`config.mk`:
```
export PLATFORM = sky130hd
export DESIGN_NAME = tilt_kalman_filter
export DESIGN_NICKNAME = d
export VERILOG_FILES = /design/src/rtl/core/tkf_pkg.sv /design/src/rtl/core/tkf_muldiv.sv /design/src/rtl/core/tilt_kalman_filter.sv
export SDC_FILE = /design/constraint.sdc
export NUM_CORES = 2
export LEC_CHECK = 0
export CAP_MARGIN = 20
export CORE_UTILIZATION = 40
export CTS_CLUSTER_SIZE = 14
export DETAILED_ROUTE_END_ITERATION = 10
export DONT_BUFFER_PORTS = 1
export RECOVER_POWER = 25
export SLEW_MARGIN = 15
export SYNTH_ARGS = -nofsm -noshare
export SYNTH_HDL_FRONTEND = slang
export SYNTH_SLANG_ARGS = --single-unit
```
`constraint.sdc`:
```
create_clock -name clock -period 11.8 [get_ports clock]
set_input_delay 2.36 -clock clock [delete_from_list [all_inputs] [get_ports clock]]
set_output_delay 2.36 -clock clock [all_outputs]
set_load 0.05 [all_outputs]
```
`src/rtl/core/tkf_pkg.sv`:
```
// shared types and constants of the tilt kalman filter
package tkf_pkg;

   localparam int CSR_IDX_WIDTH = 3;

   localparam logic [CSR_IDX_WIDTH-1:0] CSR_SAMPLE_PERIOD = 3'd0;
   localparam logic [CSR_IDX_WIDTH-1:0] CSR_ANGLE_NOISE   = 3'd1;
   localparam logic [CSR_IDX_WIDTH-1:0] CSR_BIAS_NOISE    = 3'd2;
   localparam logic [CSR_IDX_WIDTH-1:0] CSR_MEASURE_NOISE = 3'd3;
   localparam logic [CSR_IDX_WIDTH-1:0] CSR_ZERO_OFFSET   = 3'd4;

   // register reset values, q28 encoded
   localparam logic [63:0] RST_SAMPLE_PERIOD = 64'd13421773;
   localparam logic [63:0] RST_ANGLE_NOISE   = 64'd268435;
   localparam logic [63:0] RST_BIAS_NOISE    = 64'd805306;
   localparam logic [63:0] RST_MEASURE_NOISE = 64'd134217728;
   localparam logic [63:0] RST_ZERO_OFFSET   = 64'd6442451;

   typedef enum logic {
      OP_MUL,
      OP_DIV
   } tkf_op_type;

   typedef struct packed {
      logic       start;
      tkf_op_type op;
   } tkf_cmd_type;

endpackage

```
`src/rtl/core/tkf_muldiv.sv`:
```
// shared sequential fixed point multiply / divide unit with saturation
module tkf_muldiv #(
   parameter int DATA_WIDTH = 32,
   parameter int FRAC_BITS  = 28
) (
   input  logic                         clock,
   input  logic                         reset,
   input  tkf_pkg::tkf_cmd_type         cmd,
   input  logic signed [DATA_WIDTH-1:0] opa,
   input  logic signed [DATA_WIDTH-1:0] opb,
   output logic                         done,
   output logic signed [DATA_WIDTH-1:0] result
);
   import tkf_pkg::*;

   localparam int DIGITS    = (DATA_WIDTH + 15) / 16;
   localparam int LOW_W     = DIGITS * 16;
   localparam int PROD_W    = DATA_WIDTH + LOW_W;
   localparam int NUM_W     = DATA_WIDTH + FRAC_BITS;
   localparam int DIV_STEPS = DATA_WIDTH + FRAC_BITS;
   localparam int CNT_W     = $clog2(DIV_STEPS + 1);

   localparam logic [1:0] U_IDLE = 2'd0;
   localparam logic [1:0] U_MUL  = 2'd1;
   localparam logic [1:0] U_DIV  = 2'd2;
   localparam logic [1:0] U_FIN  = 2'd3;

   localparam logic [PROD_W-1:0] POS_LIM = PROD_W'({1'b0, {(DATA_WIDTH-1){1'b1}}});
   localparam logic [PROD_W-1:0] NEG_LIM = PROD_W'({1'b1, {(DATA_WIDTH-1){1'b0}}});
   localparam logic [DATA_WIDTH-1:0] SAT_MAX = {1'b0, {(DATA_WIDTH-1){1'b1}}};
   localparam logic [DATA_WIDTH-1:0] SAT_MIN = {1'b1, {(DATA_WIDTH-1){1'b0}}};

   logic [1:0]             state_ff, state_in;
   logic                   done_ff, done_in;
   logic [CNT_W-1:0]       cnt_ff, cnt_in;
   logic                   neg_ff, neg_in;
   logic                   is_div_ff, is_div_in;
   logic [DATA_WIDTH-1:0]  mcand_ff, mcand_in;
   logic [PROD_W-1:0]      prod_ff, prod_in;
   logic [NUM_W-1:0]       num_ff, num_in;
   logic [DATA_WIDTH-1:0]  den_ff, den_in;
   logic [DATA_WIDTH-1:0]  rem_ff, rem_in;
   logic [DATA_WIDTH-1:0]  quo_ff, quo_in;
   logic                   over_ff, over_in;
   logic signed [DATA_WIDTH-1:0] result_ff, result_in;

   logic [DATA_WIDTH+15:0] pp_sum;
   logic [DATA_WIDTH:0]    rem_shift;
   logic                   rem_ge;
   logic [DATA_WIDTH:0]    rem_diff;
   logic [PROD_W-1:0]      mag_wide;
   logic [DATA_WIDTH-1:0]  sat_val;

   function automatic logic [DATA_WIDTH-1:0] magnitude(input logic [DATA_WIDTH-1:0] v);
      logic [DATA_WIDTH-1:0] m;
      m = v[DATA_WIDTH-1] ? (~v + 1'b1) : v;
      return m;
   endfunction

   // one 16-bit digit of the multiplier per cycle, running high half
   assign pp_sum = (DATA_WIDTH + 16)'(mcand_ff) * (DATA_WIDTH + 16)'(prod_ff[15:0])
                 + (DATA_WIDTH + 16)'(prod_ff[PROD_W-1 -: DATA_WIDTH]);

   // restoring division, one quotient bit per cycle
   assign rem_shift = {rem_ff, num_ff[NUM_W-1]};
   assign rem_ge    = rem_shift >= {1'b0, den_ff};
   assign rem_diff  = rem_shift - {1'b0, den_ff};

   always_comb begin
      mag_wide = is_div_ff ? PROD_W'({over_ff, quo_ff}) : (prod_ff >> FRAC_BITS);
      if (neg_ff) begin
         sat_val = (mag_wide > NEG_LIM) ? SAT_MIN : (~mag_wide[DATA_WIDTH-1:0] + 1'b1);
      end else begin
         sat_val = (mag_wide > POS_LIM) ? SAT_MAX : mag_wide[DATA_WIDTH-1:0];
      end
   end

   always_comb begin
      state_in  = state_ff;
      done_in   = 1'b0;
      cnt_in    = cnt_ff;
      neg_in    = neg_ff;
      is_div_in = is_div_ff;
      mcand_in  = mcand_ff;
      prod_in   = prod_ff;
      num_in    = num_ff;
      den_in    = den_ff;
      rem_in    = rem_ff;
      quo_in    = quo_ff;
      over_in   = over_ff;
      result_in = result_ff;
      case (state_ff)
         U_IDLE: begin
            if (cmd.start) begin
               cnt_in = '0;
               if (cmd.op == OP_DIV) begin
                  is_div_in = 1'b1;
                  neg_in    = opa[DATA_WIDTH-1];
                  num_in    = {magnitude(opa), {FRAC_BITS{1'b0}}};
                  den_in    = opb;
                  rem_in    = '0;
                  quo_in    = '0;
                  over_in   = 1'b0;
                  state_in  = U_DIV;
               end else begin
                  is_div_in = 1'b0;
                  neg_in    = opa[DATA_WIDTH-1] ^ opb[DATA_WIDTH-1];
                  mcand_in  = magnitude(opa);
                  prod_in   = {{DATA_WIDTH{1'b0}}, LOW_W'(magnitude(opb))};
                  state_in  = U_MUL;
               end
            end
         end
         U_MUL: begin
            prod_in = {pp_sum, prod_ff[LOW_W-1:16]};
            cnt_in  = cnt_ff + 1'b1;
            if (cnt_ff == CNT_W'(DIGITS - 1)) begin
               state_in = U_FIN;
            end
         end
         U_DIV: begin
            num_in  = num_ff << 1;
            rem_in  = rem_ge ? rem_diff[DATA_WIDTH-1:0] : rem_shift[DATA_WIDTH-1:0];
            over_in = over_ff | quo_ff[DATA_WIDTH-1];
            quo_in  = {quo_ff[DATA_WIDTH-2:0], rem_ge};
            cnt_in  = cnt_ff + 1'b1;
            if (cnt_ff == CNT_W'(DIV_STEPS - 1)) begin
               state_in = U_FIN;
            end
         end
         U_FIN: begin
            result_in = sat_val;
            done_in   = 1'b1;
            state_in  = U_IDLE;
         end
         default: begin
            state_in = U_IDLE;
         end
      endcase
   end

   always_ff @(posedge clock) begin
      if (reset) begin
         state_ff <= U_IDLE;
         done_ff  <= 1'b0;
      end else begin
         state_ff <= state_in;
         done_ff  <= done_in;
      end
   end

   always_ff @(posedge clock) begin
      cnt_ff    <= cnt_in;
      neg_ff    <= neg_in;
      is_div_ff <= is_div_in;
      mcand_ff  <= mcand_in;
      prod_ff   <= prod_in;
      num_ff    <= num_in;
      den_ff    <= den_in;
      rem_ff    <= rem_in;
      quo_ff    <= quo_in;
      over_ff   <= over_in;
      result_ff <= result_in;
   end

   assign done   = done_ff;
   assign result = result_ff;

endmodule

```
`src/rtl/core/tilt_kalman_filter.sv`:
```
// tilt kalman filter top level: register file, step sequencer and shared unit
// Two-state (angle, gyro bias) Kalman filter. One request is an accelerometer
// angle and a gyro angle change; one response is the filtered angle minus the
// zero offset, all signed fixed point with FRAC_BITS fraction bits, saturating.
// The single shared multiply/divide unit performs ten multiplies and two
// restoring divisions per request, the divisions at one quotient bit per
// cycle. When the innovation variance is not positive the divisions are
// skipped. The next request is accepted once the previous one is finished,
// even while its response still waits in the output register. Registers
// must be written only while no request is in flight; the block itself
// does not enforce this.
module tilt_kalman_filter #(
   parameter int DATA_WIDTH = 32,
   parameter int FRAC_BITS  = 28
) (
   input  logic                             clock,
   input  logic                             reset,
   input  logic                             req_valid,
   output logic                             req_ready,
   input  logic signed [DATA_WIDTH-1:0]     req_accel_angle,
   input  logic signed [DATA_WIDTH-1:0]     req_gyro_delta,
   output logic                             rsp_valid,
   input  logic                             rsp_ready,
   output logic signed [DATA_WIDTH-1:0]     rsp_tilt_angle,
   input  logic                             csr_wr_en,
   input  logic [tkf_pkg::CSR_IDX_WIDTH-1:0] csr_index,
   input  logic [DATA_WIDTH-1:0]            csr_wdata
);
   import tkf_pkg::*;

   localparam logic [4:0] S_IDLE = 5'd0;
   localparam logic [4:0] S_P_MB = 5'd1;
   localparam logic [4:0] S_P_SG = 5'd2;
   localparam logic [4:0] S_P_AA = 5'd3;
   localparam logic [4:0] S_P_D0 = 5'd4;
   localparam logic [4:0] S_P_D1 = 5'd5;
   localparam logic [4:0] S_P_MD = 5'd6;
   localparam logic [4:0] S_P_CA = 5'd7;
   localparam logic [4:0] S_P_NG = 5'd8;
   localparam logic [4:0] S_P_MN = 5'd9;
   localparam logic [4:0] S_P_CB = 5'd10;
   localparam logic [4:0] S_P_CC = 5'd11;
   localparam logic [4:0] S_P_MQ = 5'd12;
   localparam logic [4:0] S_P_CD = 5'd13;
   localparam logic [4:0] S_U_ER = 5'd14;
   localparam logic [4:0] S_U_E  = 5'd15;
   localparam logic [4:0] S_U_K0 = 5'd16;
   localparam logic [4:0] S_U_K1 = 5'd17;
   localparam logic [4:0] S_U_M0 = 5'd18;
   localparam logic [4:0] S_U_S0 = 5'd19;
   localparam logic [4:0] S_U_M1 = 5'd20;
   localparam logic [4:0] S_U_S1 = 5'd21;
   localparam logic [4:0] S_U_M2 = 5'd22;
   localparam logic [4:0] S_U_S2 = 5'd23;
   localparam logic [4:0] S_U_M3 = 5'd24;
   localparam logic [4:0] S_U_S3 = 5'd25;
   localparam logic [4:0] S_U_M4 = 5'd26;
   localparam logic [4:0] S_U_S4 = 5'd27;
   localparam logic [4:0] S_U_M5 = 5'd28;
   localparam logic [4:0] S_U_S5 = 5'd29;
   localparam logic [4:0] S_OUT  = 5'd30;

   localparam logic signed [DATA_WIDTH-1:0] SAT_MAX = {1'b0, {(DATA_WIDTH-1){1'b1}}};
   localparam logic signed [DATA_WIDTH-1:0] SAT_MIN = {1'b1, {(DATA_WIDTH-1){1'b0}}};
   localparam logic signed [DATA_WIDTH-1:0] COV_ONE =
      (FRAC_BITS <= DATA_WIDTH - 2) ? (DATA_WIDTH'(1) << FRAC_BITS) : SAT_MAX;

   logic [4:0] state_ff, state_in;

   // filter state
   logic signed [DATA_WIDTH-1:0] angle_ff, angle_in;
   logic signed [DATA_WIDTH-1:0] bias_ff, bias_in;
   logic signed [DATA_WIDTH-1:0] cov_aa_ff, cov_aa_in;
   logic signed [DATA_WIDTH-1:0] cov_ab_ff, cov_ab_in;
   logic signed [DATA_WIDTH-1:0] cov_ba_ff, cov_ba_in;
   logic signed [DATA_WIDTH-1:0] cov_bb_ff, cov_bb_in;

   // working registers
   logic signed [DATA_WIDTH-1:0] accel_ff, accel_in;
   logic signed [DATA_WIDTH-1:0] gyro_ff, gyro_in;
   logic signed [DATA_WIDTH-1:0] tmp_ff, tmp_in;
   logic signed [DATA_WIDTH-1:0] err_ff, err_in;
   logic signed [DATA_WIDTH-1:0] innov_ff, innov_in;
   logic signed [DATA_WIDTH-1:0] gain0_ff, gain0_in;
   logic signed [DATA_WIDTH-1:0] gain1_ff, gain1_in;

   logic                         rsp_valid_ff, rsp_valid_in;
   logic signed [DATA_WIDTH-1:0] rsp_data_ff, rsp_data_in;
   logic                         issued_ff, issued_in;

   // configuration
   logic [FRAC_BITS-1:0]         sample_period_ff, sample_period_in;
   logic [DATA_WIDTH-2:0]        angle_noise_ff, angle_noise_in;
   logic [DATA_WIDTH-2:0]        bias_noise_ff, bias_noise_in;
   logic [DATA_WIDTH-2:0]        measure_noise_ff, measure_noise_in;
   logic signed [DATA_WIDTH-1:0] zero_offset_ff, zero_offset_in;

   logic signed [DATA_WIDTH-1:0] dt_ext, qa_ext, qb_ext, rm_ext;
   logic                         innov_pos;

   logic signed [DATA_WIDTH-1:0] add_a, add_b, add_res;
   logic                         add_sub;
   logic [DATA_WIDTH:0]          add_wide;

   logic signed [DATA_WIDTH-1:0] unit_a, unit_b, unit_result;
   logic                         unit_go, unit_start, unit_done;
   tkf_op_type                   unit_op;
   tkf_cmd_type                  unit_cmd;

   assign dt_ext    = DATA_WIDTH'(sample_period_ff);
   assign qa_ext    = {1'b0, angle_noise_ff};
   assign qb_ext    = {1'b0, bias_noise_ff};
   assign rm_ext    = {1'b0, measure_noise_ff};
   assign innov_pos = !innov_ff[DATA_WIDTH-1] && (innov_ff != '0);

   // saturating add / subtract, one per cycle
   always_comb begin
      if (add_sub) begin
         add_wide = {add_a[DATA_WIDTH-1], add_a} - {add_b[DATA_WIDTH-1], add_b};
      end else begin
         add_wide = {add_a[DATA_WIDTH-1], add_a} + {add_b[DATA_WIDTH-1], add_b};
      end
      if (add_wide[DATA_WIDTH] != add_wide[DATA_WIDTH-1]) begin
         add_res = add_wide[DATA_WIDTH] ? SAT_MIN : SAT_MAX;
      end else begin
         add_res = add_wide[DATA_WIDTH-1:0];
      end
   end

   assign unit_start = unit_go && !issued_ff;
   assign unit_cmd   = '{start: unit_start, op: unit_op};
   assign issued_in  = unit_done ? 1'b0 : (unit_start ? 1'b1 : issued_ff);

   tkf_muldiv #(
      .DATA_WIDTH(DATA_WIDTH),
      .FRAC_BITS (FRAC_BITS)
   ) u_muldiv (
      .clock (clock),
      .reset (reset),
      .cmd   (unit_cmd),
      .opa   (unit_a),
      .opb   (unit_b),
      .done  (unit_done),
      .result(unit_result)
   );

   always_comb begin
      sample_period_in = sample_period_ff;
      angle_noise_in   = angle_noise_ff;
      bias_noise_in    = bias_noise_ff;
      measure_noise_in = measure_noise_ff;
      zero_offset_in   = zero_offset_ff;
      if (csr_wr_en) begin
         case (csr_index)
            CSR_SAMPLE_PERIOD: sample_period_in = FRAC_BITS'(csr_wdata);
            CSR_ANGLE_NOISE:   angle_noise_in   = csr_wdata[DATA_WIDTH-2:0];
            CSR_BIAS_NOISE:    bias_noise_in    = csr_wdata[DATA_WIDTH-2:0];
            CSR_MEASURE_NOISE: measure_noise_in = csr_wdata[DATA_WIDTH-2:0];
            CSR_ZERO_OFFSET:   zero_offset_in   = csr_wdata;
            default: ;
         endcase
      end
   end

   // step sequencer
   always_comb begin
      state_in     = state_ff;
      angle_in     = angle_ff;
      bias_in      = bias_ff;
      cov_aa_in    = cov_aa_ff;
      cov_ab_in    = cov_ab_ff;
      cov_ba_in    = cov_ba_ff;
      cov_bb_in    = cov_bb_ff;
      accel_in     = accel_ff;
      gyro_in      = gyro_ff;
      tmp_in       = tmp_ff;
      err_in       = err_ff;
      innov_in     = innov_ff;
      gain0_in     = gain0_ff;
      gain1_in     = gain1_ff;
      rsp_data_in  = rsp_data_ff;
      rsp_valid_in = rsp_valid_ff & ~rsp_ready;
      add_a        = angle_ff;
      add_b        = tmp_ff;
      add_sub      = 1'b0;
      unit_a       = gain0_ff;
      unit_b       = err_ff;
      unit_go      = 1'b0;
      unit_op      = OP_MUL;
      case (state_ff)
         S_IDLE: begin
            if (req_valid) begin
               accel_in = req_accel_angle;
               gyro_in  = req_gyro_delta;
               state_in = S_P_MB;
            end
         end
         // prediction
         S_P_MB: begin
            unit_a  = bias_ff;
            unit_b  = dt_ext;
            unit_go = 1'b1;
            if (unit_done) begin
               tmp_in   = unit_result;
               state_in = S_P_SG;
            end
         end
         S_P_SG: begin
            add_a    = gyro_ff;
            add_b    = tmp_ff;
            add_sub  = 1'b1;
            tmp_in   = add_res;
            state_in = S_P_AA;
         end
         S_P_AA: begin
            add_a    = angle_ff;
            add_b    = tmp_ff;
            angle_in = add_res;
            state_in = S_P_D0;
         end
         S_P_D0: begin
            add_a    = qa_ext;
            add_b    = cov_ab_ff;
            add_sub  = 1'b1;
            tmp_in   = add_res;
            state_in = S_P_D1;
         end
         S_P_D1: begin
            add_a    = tmp_ff;
            add_b    = cov_ba_ff;
            add_sub  = 1'b1;
            tmp_in   = add_res;
            state_in = S_P_MD;
         end
         S_P_MD: begin
            unit_a  = tmp_ff;
            unit_b  = dt_ext;
            unit_go = 1'b1;
            if (unit_done) begin
               tmp_in   = unit_result;
               state_in = S_P_CA;
            end
         end
         S_P_CA: begin
            add_a     = cov_aa_ff;
            add_b     = tmp_ff;
            cov_aa_in = add_res;
            state_in  = S_P_NG;
         end
         S_P_NG: begin
            add_a    = '0;
            add_b    = cov_bb_ff;
            add_sub  = 1'b1;
            tmp_in   = add_res;
            state_in = S_P_MN;
         end
         S_P_MN: begin
            unit_a  = tmp_ff;
            unit_b  = dt_ext;
            unit_go = 1'b1;
            if (unit_done) begin
               tmp_in   = unit_result;
               state_in = S_P_CB;
            end
         end
         S_P_CB: begin
            add_a     = cov_ab_ff;
            add_b     = tmp_ff;
            cov_ab_in = add_res;
            state_in  = S_P_CC;
         end
         S_P_CC: begin
            add_a     = cov_ba_ff;
            add_b     = tmp_ff;
            cov_ba_in = add_res;
            state_in  = S_P_MQ;
         end
         S_P_MQ: begin
            unit_a  = qb_ext;
            unit_b  = dt_ext;
            unit_go = 1'b1;
            if (unit_done) begin
               tmp_in   = unit_result;
               state_in = S_P_CD;
            end
         end
         S_P_CD: begin
            add_a     = cov_bb_ff;
            add_b     = tmp_ff;
            cov_bb_in = add_res;
            state_in  = S_U_ER;
         end
         // measurement update
         S_U_ER: begin
            add_a    = accel_ff;
            add_b    = angle_ff;
            add_sub  = 1'b1;
            err_in   = add_res;
            state_in = S_U_E;
         end
         S_U_E: begin
            add_a    = rm_ext;
            add_b    = cov_aa_ff;
            innov_in = add_res;
            state_in = S_U_K0;
         end
         S_U_K0: begin
            if (innov_pos) begin
               unit_a  = cov_aa_ff;
               unit_b  = innov_ff;
               unit_op = OP_DIV;
               unit_go = 1'b1;
               if (unit_done) begin
                  gain0_in = unit_result;
                  state_in = S_U_K1;
               end
            end else begin
               // no usable innovation variance: both gains are zero
               gain0_in = '0;
               gain1_in = '0;
               state_in = S_U_M0;
            end
         end
         S_U_K1: begin
            unit_a  = cov_ba_ff;
            unit_b  = innov_ff;
            unit_op = OP_DIV;
            unit_go = 1'b1;
            if (unit_done) begin
               gain1_in = unit_result;
               state_in = S_U_M0;
            end
         end
         // covariance rows use cov_aa and cov_ab before they are rewritten
         S_U_M0: begin
            unit_a  = gain1_ff;
            unit_b  = cov_aa_ff;
            unit_go = 1'b1;
            if (unit_done) begin
               tmp_in   = unit_result;
               state_in = S_U_S0;
            end
         end
         S_U_S0: begin
            add_a     = cov_ba_ff;
            add_b     = tmp_ff;
            add_sub   = 1'b1;
            cov_ba_in = add_res;
            state_in  = S_U_M1;
         end
         S_U_M1: begin
            unit_a  = gain1_ff;
            unit_b  = cov_ab_ff;
            unit_go = 1'b1;
            if (unit_done) begin
               tmp_in   = unit_result;
               state_in = S_U_S1;
            end
         end
         S_U_S1: begin
            add_a     = cov_bb_ff;
            add_b     = tmp_ff;
            add_sub   = 1'b1;
            cov_bb_in = add_res;
            state_in  = S_U_M2;
         end
         S_U_M2: begin
            unit_a  = gain0_ff;
            unit_b  = cov_ab_ff;
            unit_go = 1'b1;
            if (unit_done) begin
               tmp_in   = unit_result;
               state_in = S_U_S2;
            end
         end
         S_U_S2: begin
            add_a     = cov_ab_ff;
            add_b     = tmp_ff;
            add_sub   = 1'b1;
            cov_ab_in = add_res;
            state_in  = S_U_M3;
         end
         S_U_M3: begin
            unit_a  = gain0_ff;
            unit_b  = cov_aa_ff;
            unit_go = 1'b1;
            if (unit_done) begin
               tmp_in   = unit_result;
               state_in = S_U_S3;
            end
         end
         S_U_S3: begin
            add_a     = cov_aa_ff;
            add_b     = tmp_ff;
            add_sub   = 1'b1;
            cov_aa_in = add_res;
            state_in  = S_U_M4;
         end
         S_U_M4: begin
            unit_a  = gain0_ff;
            unit_b  = err_ff;
            unit_go = 1'b1;
            if (unit_done) begin
               tmp_in   = unit_result;
               state_in = S_U_S4;
            end
         end
         S_U_S4: begin
            add_a    = angle_ff;
            add_b    = tmp_ff;
            angle_in = add_res;
            state_in = S_U_M5;
         end
         S_U_M5: begin
            unit_a  = gain1_ff;
            unit_b  = err_ff;
            unit_go = 1'b1;
            if (unit_done) begin
               tmp_in   = unit_result;
               state_in = S_U_S5;
            end
         end
         S_U_S5: begin
            add_a    = bias_ff;
            add_b    = tmp_ff;
            bias_in  = add_res;
            state_in = S_OUT;
         end
         S_OUT: begin
            add_a   = angle_ff;
            add_b   = zero_offset_ff;
            add_sub = 1'b1;
            // hold until the output register is free
            if (!rsp_valid_ff || rsp_ready) begin
               rsp_data_in  = add_res;
               rsp_valid_in = 1'b1;
               state_in     = S_IDLE;
            end
         end
         default: begin
            state_in = S_IDLE;
         end
      endcase
   end

   always_ff @(posedge clock) begin
      if (reset) begin
         state_ff         <= S_IDLE;
         rsp_valid_ff     <= 1'b0;
         issued_ff        <= 1'b0;
         angle_ff         <= '0;
         bias_ff          <= '0;
         cov_aa_ff        <= COV_ONE;
         cov_ab_ff        <= '0;
         cov_ba_ff        <= '0;
         cov_bb_ff        <= COV_ONE;
         sample_period_ff <= FRAC_BITS'(RST_SAMPLE_PERIOD);
         angle_noise_ff   <= (DATA_WIDTH-1)'(RST_ANGLE_NOISE);
         bias_noise_ff    <= (DATA_WIDTH-1)'(RST_BIAS_NOISE);
         measure_noise_ff <= (DATA_WIDTH-1)'(RST_MEASURE_NOISE);
         zero_offset_ff   <= DATA_WIDTH'(RST_ZERO_OFFSET);
      end else begin
         state_ff         <= state_in;
         rsp_valid_ff     <= rsp_valid_in;
         issued_ff        <= issued_in;
         angle_ff         <= angle_in;
         bias_ff          <= bias_in;
         cov_aa_ff        <= cov_aa_in;
         cov_ab_ff        <= cov_ab_in;
         cov_ba_ff        <= cov_ba_in;
         cov_bb_ff        <= cov_bb_in;
         sample_period_ff <= sample_period_in;
         angle_noise_ff   <= angle_noise_in;
         bias_noise_ff    <= bias_noise_in;
         measure_noise_ff <= measure_noise_in;
         zero_offset_ff   <= zero_offset_in;
      end
   end

   always_ff @(posedge clock) begin
      accel_ff    <= accel_in;
      gyro_ff     <= gyro_in;
      tmp_ff      <= tmp_in;
      err_ff      <= err_in;
      innov_ff    <= innov_in;
      gain0_ff    <= gain0_in;
      gain1_ff    <= gain1_in;
      rsp_data_ff <= rsp_data_in;
   end

   assign req_ready      = (state_ff == S_IDLE);
   assign rsp_valid      = rsp_valid_ff;
   assign rsp_tilt_angle = rsp_data_ff;

endmodule

```
---- Word level (Yosys, flattened, before mapping) ----
Cells that the tools add are included.
operators by class
  add/subtract/negate cells ............... 8
  multiply operators ...................... 1
  order comparisons ....................... 3
  equality and inequality tests ........... 62
  multiplexer cells ....................... 65
  bitwise operators ....................... 8
  reductions and logical operators ........ 49
operator list
  kind                   count
  $mux 32                14
  $pmux 32 s6            2
  $pmux 32 s11           1
  $pmux 32 s2            4
  $pmux 32 s5            1
  $pmux 5 s31            1
  $mux 64                2
  $pmux 64 s2            1
  $mux 60                2
  $pmux 60 s2            1
  $add 32x1->32 const B  3
  $not 32->32            3
  $eq 5x5->1 const B     15
  $mux 5                 15
  $gt 64x31->1 const B   1
  $gt 64x32->1 const B   1
  $add 48x32->48         1
  $mul 32x16->48         1
  $eq 5x4->1 const B     8
  $mux 36                1
  $add 32x32->33         1
  $ge 33x32->1           1
  $mux 33                1
  $sub 32x32->33         1
  42 further kinds       114
word-level totals
  flip-flop bits (word level) ............. 904
  bits of input ports ..................... 104
  output and inout bits ................... 34
  word-level logic and storage cells ...... 231

---- Longest topological paths before layout ----
  depth after elaboration ................. 10
  mapped depth ............................ 34

---- By module ----
A second synthesis with hierarchy kept.
unflattened totals
  cells, all modules ...................... 6,408
  area total of the unflattened synthesis .. 60,361.6 um^2
by module, submodules not included
  module              instances  cells each  area an instance (um^2)  sequential area each (um^2)
  tkf_muldiv          1          3,296       31,684.1                 8,017.7
  tilt_kalman_filter  1          3,112       28,677.5                 14,734.1

---- Worst setup path after synthesis ----
Ideal clock, no wire load.
  kind .................................... reg-to-reg
  start point ............................. reg state_ff[4]
  end point ............................... reg u_muldiv.num_ff[28] (enable)
  setup time .............................. 586 ps
  arrival ................................. 7,388 ps
  data required time ...................... 11,214 ps
  slack ................................... 3,826 ps
  cell stages (with the launch flop) ...... 14
  buffers on the path ..................... 4
  path through ............................ dfxtp_1 buf_2 nor3b_2 nand2_1 a211oi_1 nor2_2 inv_2 buf_1 clkbuf_1 buf_2 nor2_1 nor2_1 nand2_1 o22ai_1
on the way
  elaborated cells on any way between the ends .. 19
RTL lines
  what                          RTL line                   RTL
  from (decl)                   tilt_kalman_filter.sv:68   logic [4:0] state_ff, state_in;
  from (signal assigned)        tilt_kalman_filter.sv:463  state_ff <= state_in;
  $eq 5x5->1                    tilt_kalman_filter.sv:190  case (state_ff)
  $pmux 1 s2 *                  tilt_kalman_filter.sv:190
  via unit_op                   tilt_kalman_filter.sv:107  tkf_op_type unit_op;
  $ne 2x2->1 (no line) *        -
  $reduce_and 3->1 (no line) *  -
  to (signal assigned)          tkf_muldiv.sv:158          num_ff <= num_in;
  to (decl)                     tkf_muldiv.sv:40           logic [NUM_W-1:0] num_ff, num_in;
Mark *: on every way through the listed nets, which the timed path passes. The rest lies on a longest branch.
A chain may end at the register's enable or synchronous reset.

---- Worst setup path after layout ----
  start point ............................. reg state_ff[2]
  end point ............................... reg innov_ff[12], data pin
on the way
  longest elaborated chain between the ends .. 7
  elaborated cells on any way between the ends .. 30
RTL lines
  what                                                     RTL line                                              RTL
  $eq 5x5->1, or another cell as far along                 tilt_kalman_filter.sv:190
  $reduce_or 2->1 (no line)                                -
  $pmux 32 s11                                             tilt_kalman_filter.sv:190
  $add 32x32->33 / $sub 32x32->33 (equally long branches)  tilt_kalman_filter.sv:121, tilt_kalman_filter.sv:119
  $mux 33 *                                                tilt_kalman_filter.sv:118                             if (add_sub) begin
  $mux 32 / $ne 1x1->1 (equally long branches)             tilt_kalman_filter.sv:124, tilt_kalman_filter.sv:123
  $mux 32 *                                                tilt_kalman_filter.sv:123                             if (add_wide[DATA_WIDTH] != add_wide[DATA_WIDTH-1]) begin
  via add_res[12]                                          tilt_kalman_filter.sv:101                             logic signed [DATA_WIDTH-1:0] add_a, add_b, add_res;
  to (signal assigned)                                     tilt_kalman_filter.sv:485                             innov_ff <= innov_in;
  to (decl)                                                tilt_kalman_filter.sv:83                              logic signed [DATA_WIDTH-1:0] innov_ff, innov_in;
Marks and branches as above.

==> results.sh <==
export IMPL_viasPerCell=6.07
export IMPL_startpoint="state_ff[2]$_SDFFE_PP0P_"
export IMPL_arrival_ns=10.66
export IMPL_antenna_found_initial=12
export IMPL_wire_per_inst_um=27.9
export IMPL_clkTransAtPathRegs_ns=0.07
export IMPL_outcome="complete, but fails checks"
export IMPL_setup_viol=0
export IMPL_worst_setup_path_start_kind="register"
export IMPL_grt_remaining_overflow=0
export IMPL_cpPeakStageDelay_ns=1.48
export IMPL_synth_edf_count=521
export IMPL_drive_gt1_frac=0.0631
export IMPL_postCtsSetupRepairBufs=0
export IMPL_cts_resized_gates=0
export IMPL_required_ns=12.32
export IMPL_dieArea_um2=155000
export IMPL_grt_max_degree=278
export IMPL_die_width_um=394
export IMPL_synth_area_mux_share=0.0127
export IMPL_cts_buffers=94
export IMPL_initial_core_util=0.404
export IMPL_port_buffers=0
export IMPL_cp_cell_sequence="nor2b_1 > a211oi_2 > nand2_2 > nor4_1 > a31oi_1 > nor4b_1 > nand3_1 > nor3_1 > nand2b_1 > o21ai_0 > xor2_1 > ha_1 > a21oi_1 > nor2b_1 > nor4_1 > o41a_1 > o31a_1 > o21ai_0 > xor2_1 > and4_1 > nor2_1 > a21oi_1"
export IMPL_cts_buffer_depth=3
export IMPL_ys_seq_area_frac=0.370
export IMPL_r2r_slack_ns=1.65
export IMPL_cap_violations=7
export IMPL_synth_ff_type="edfxtp_1"
export IMPL_nets=7026
export IMPL_io_pin_count=138
export IMPL_syn_inst=6479
export IMPL_synth_top_family_by_area="adder cells"
export IMPL_critPathKind="register to register"
export IMPL_finalCritPeriodShare=0.860
export IMPL_drt_iter0_drc=6372
export IMPL_crit_path_end="innov_ff[12]$_DFFE_PN_"
export IMPL_fmax_mhz=98.5
export IMPL_num_vias=50900
export IMPL_yosys_area_share_adder=0.187
export IMPL_r2r_start="state_ff[2]$_SDFFE_PP0P_"
export IMPL_cts_tree="built"
export IMPL_core_area_um2=152000
export IMPL_finalSetupTns_ns=0
export IMPL_yosys_warnings=0
export IMPL_rsz0062_at_grt="false"
export IMPL_fin_crit_ns=10.15
export IMPL_drc_errors=0
export IMPL_violations="capacitance limit, slew limit"
export IMPL_dr_pass1_iters=7
export IMPL_fp_row_count=143
export IMPL_synth_avg_cell_area_um2=9.49
export IMPL_drv_slew=322
export IMPL_grt_pass1_vias=48700
export IMPL_ant_nets=0
export IMPL_gp_congestion=1.01
export IMPL_grt_pass1_wl_um=340000
export IMPL_clkLatencyLatePin_ns=0.74
export IMPL_cts_root_buf="clkbuf_16"
export IMPL_synth_cell_types=103
export IMPL_cp_max_fo=49
export IMPL_synth_xor_area_share=0.0266
export IMPL_synth_simple_area_share=0.169
export IMPL_async_flop_share=0
export IMPL_area_growth_pct=8.48
export IMPL_syn_nets=7232
export IMPL_largest_register_ffs=64
export IMPL_critPathCaptureType="register"
export IMPL_track_usage=0.296
export IMPL_synth_cell_area_um2=61500
export IMPL_fin_skew_ns=0.0440
export IMPL_synth_seq_cells=876
export IMPL_cts_num_sinks=876
export IMPL_hp_class="register to register"
export IMPL_rr_endpoint="innov_ff[12]$_DFFE_PN_"
export IMPL_reg2reg_depth=22
export IMPL_tightest_slew_ns=3.27
export IMPL_detailed_place_hpwl_um=173000
export IMPL_wl_um=234000
export IMPL_synth_compound_area_frac=0.165
export IMPL_finalHoldViolCount=0
export IMPL_dieHeight_um=394
export IMPL_holdBufCountCts=0
export IMPL_largest_register="u_muldiv.prod_ff"
export IMPL_crit_slowest_cell="dfxtp_1"
export IMPL_maxSlewHeadroom=-1.18
export IMPL_cts_max_level=3
cells in the mapped netlist (all sizes together) (197+ instances only):
cell type  number  area share
clkbuf        325       0.020
nand2        1009       0.062
o21ai         208       0.017
and2          300       0.031
inv           663       0.040
ha            197       0.040
a22oi         203       0.025
fa            452        0.15
edfxtp        521        0.25
dfxtp         355        0.12
a21oi         285       0.023
nor2          335       0.021
stage by stage:
stage / setup slack [ns] / utilization / hold WS [ns] / cell area [um2] / cells
floorplan: 3.83 / - / 0.432 / 61500 / 6479
global placement: 2.82 / 0.416 / 0.441 / 63400 / 8197
detailed placement: 2.59 / 0.417 / 0.444 / 63400 / 8204
CTS: 2.54 / 0.438 / 0.452 / 66700 / 8380
global route: 1.11 / 0.438 / 0.469 / 66700 / 8390
finish: 1.65 / 0.438 / 0.453 / 66700 / 8394
critical path: cells and delay by family, from the launching register on:
family	cells	cell delay, ns
DFF	1	1.48
adders and majority gates	1	0.39
AOI/OAI and AO/OA	8	2.26
and+or+nand+nor	11	4.87
xor gates and xnor gates	2	0.89
cells by family (layout without fill, tap and decap cells):
family / Yosys count / after routing
compound gates: 1419 / 1419
other cells: 0 / 11
mux: 75 / 75
flops: 876 / 876
xor+xnor: 187 / 187
simple gates: 2189 / 2189
fa+ha+maj: 649 / 649
buf+inv: 1084 / 958
per-layer routing:
metal  GRT usage  vias to the layer above  wire (um)
li1            -                    22100          -
met1       0.405                    25600      96300
met4       0.125                        2      11100
met3      0.0684                      498      24400
met5           0                        -         11
met2       0.447                     2785     103000
cell type report:
| cell class | instances | area [um2] |
|---|---|---|
| Tap cell | 2030 | 2540 |
| Timing Repair Buffer | 115 | 861 |
| Inverter | 667 | 2500 |
| Multi-Input combinational cell | 4519 | 34700 |
| Fill cell | 14600 | 85600 |
| Clock buffer | 123 | 2660 |
| Sequential cell | 876 | 22800 |
| Clock inverter | 53 | 656 |
| Antenna cell | 11 | 27.5 |
placed cells by master (no fill, tap or decap), types with 50 or more instances in the layout:
cell type  synthesis  final
mux2i_1           50     50
and3_1            75     72
a22o_1            68     68
ha_1             197    196
nor2_1           331    317
a32o_1            90     90
nand3_1          115    115
a22oi_1          203    203
nor3_1            73     69
a221oi_1          99     98
xor2_1            65     65
nand2_1         1007   1006
clkbuf_16          0     97
o21ai_0          194    194
inv_1            660    660
and2_1           298    254
xnor2_1          122    121
dfxtp_1          355    354
nand3b_1          61     61
a21oi_1          283    282
edfxtp_1         521    521
fa_1             452    452
buf_4             13    100
a211oi_1         107    104
a21o_1            93     93
worst min path at each step:
stage / from / to / slack (ns) / cells after the start
2_1_floorplan: bias_noise_ff[8]$_SDFFE_PP1P_ / bias_noise_ff[8]$_SDFFE_PP1P_ / 0.43 / 2
3_3_place_gp: measure_noise_ff[22]$_SDFFE_PP0P_ / measure_noise_ff[22]$_SDFFE_PP0P_ / 0.44 / 2
3_5_place_dp: angle_noise_ff[22]$_SDFFE_PP0P_ / angle_noise_ff[22]$_SDFFE_PP0P_ / 0.44 / 2
4_1_cts: angle_noise_ff[27]$_SDFFE_PP0P_ / angle_noise_ff[27]$_SDFFE_PP0P_ / 0.45 / 2
5_1_grt: angle_noise_ff[20]$_SDFFE_PP0P_ / angle_noise_ff[20]$_SDFFE_PP0P_ / 0.47 / 2
6_report: angle_noise_ff[27]$_SDFFE_PP0P_ / angle_noise_ff[27]$_SDFFE_PP0P_ / 0.45 / 2
Power is not shown: default switching activity piles up to over one toggle a cycle in this logic, so the estimate is an artifact.
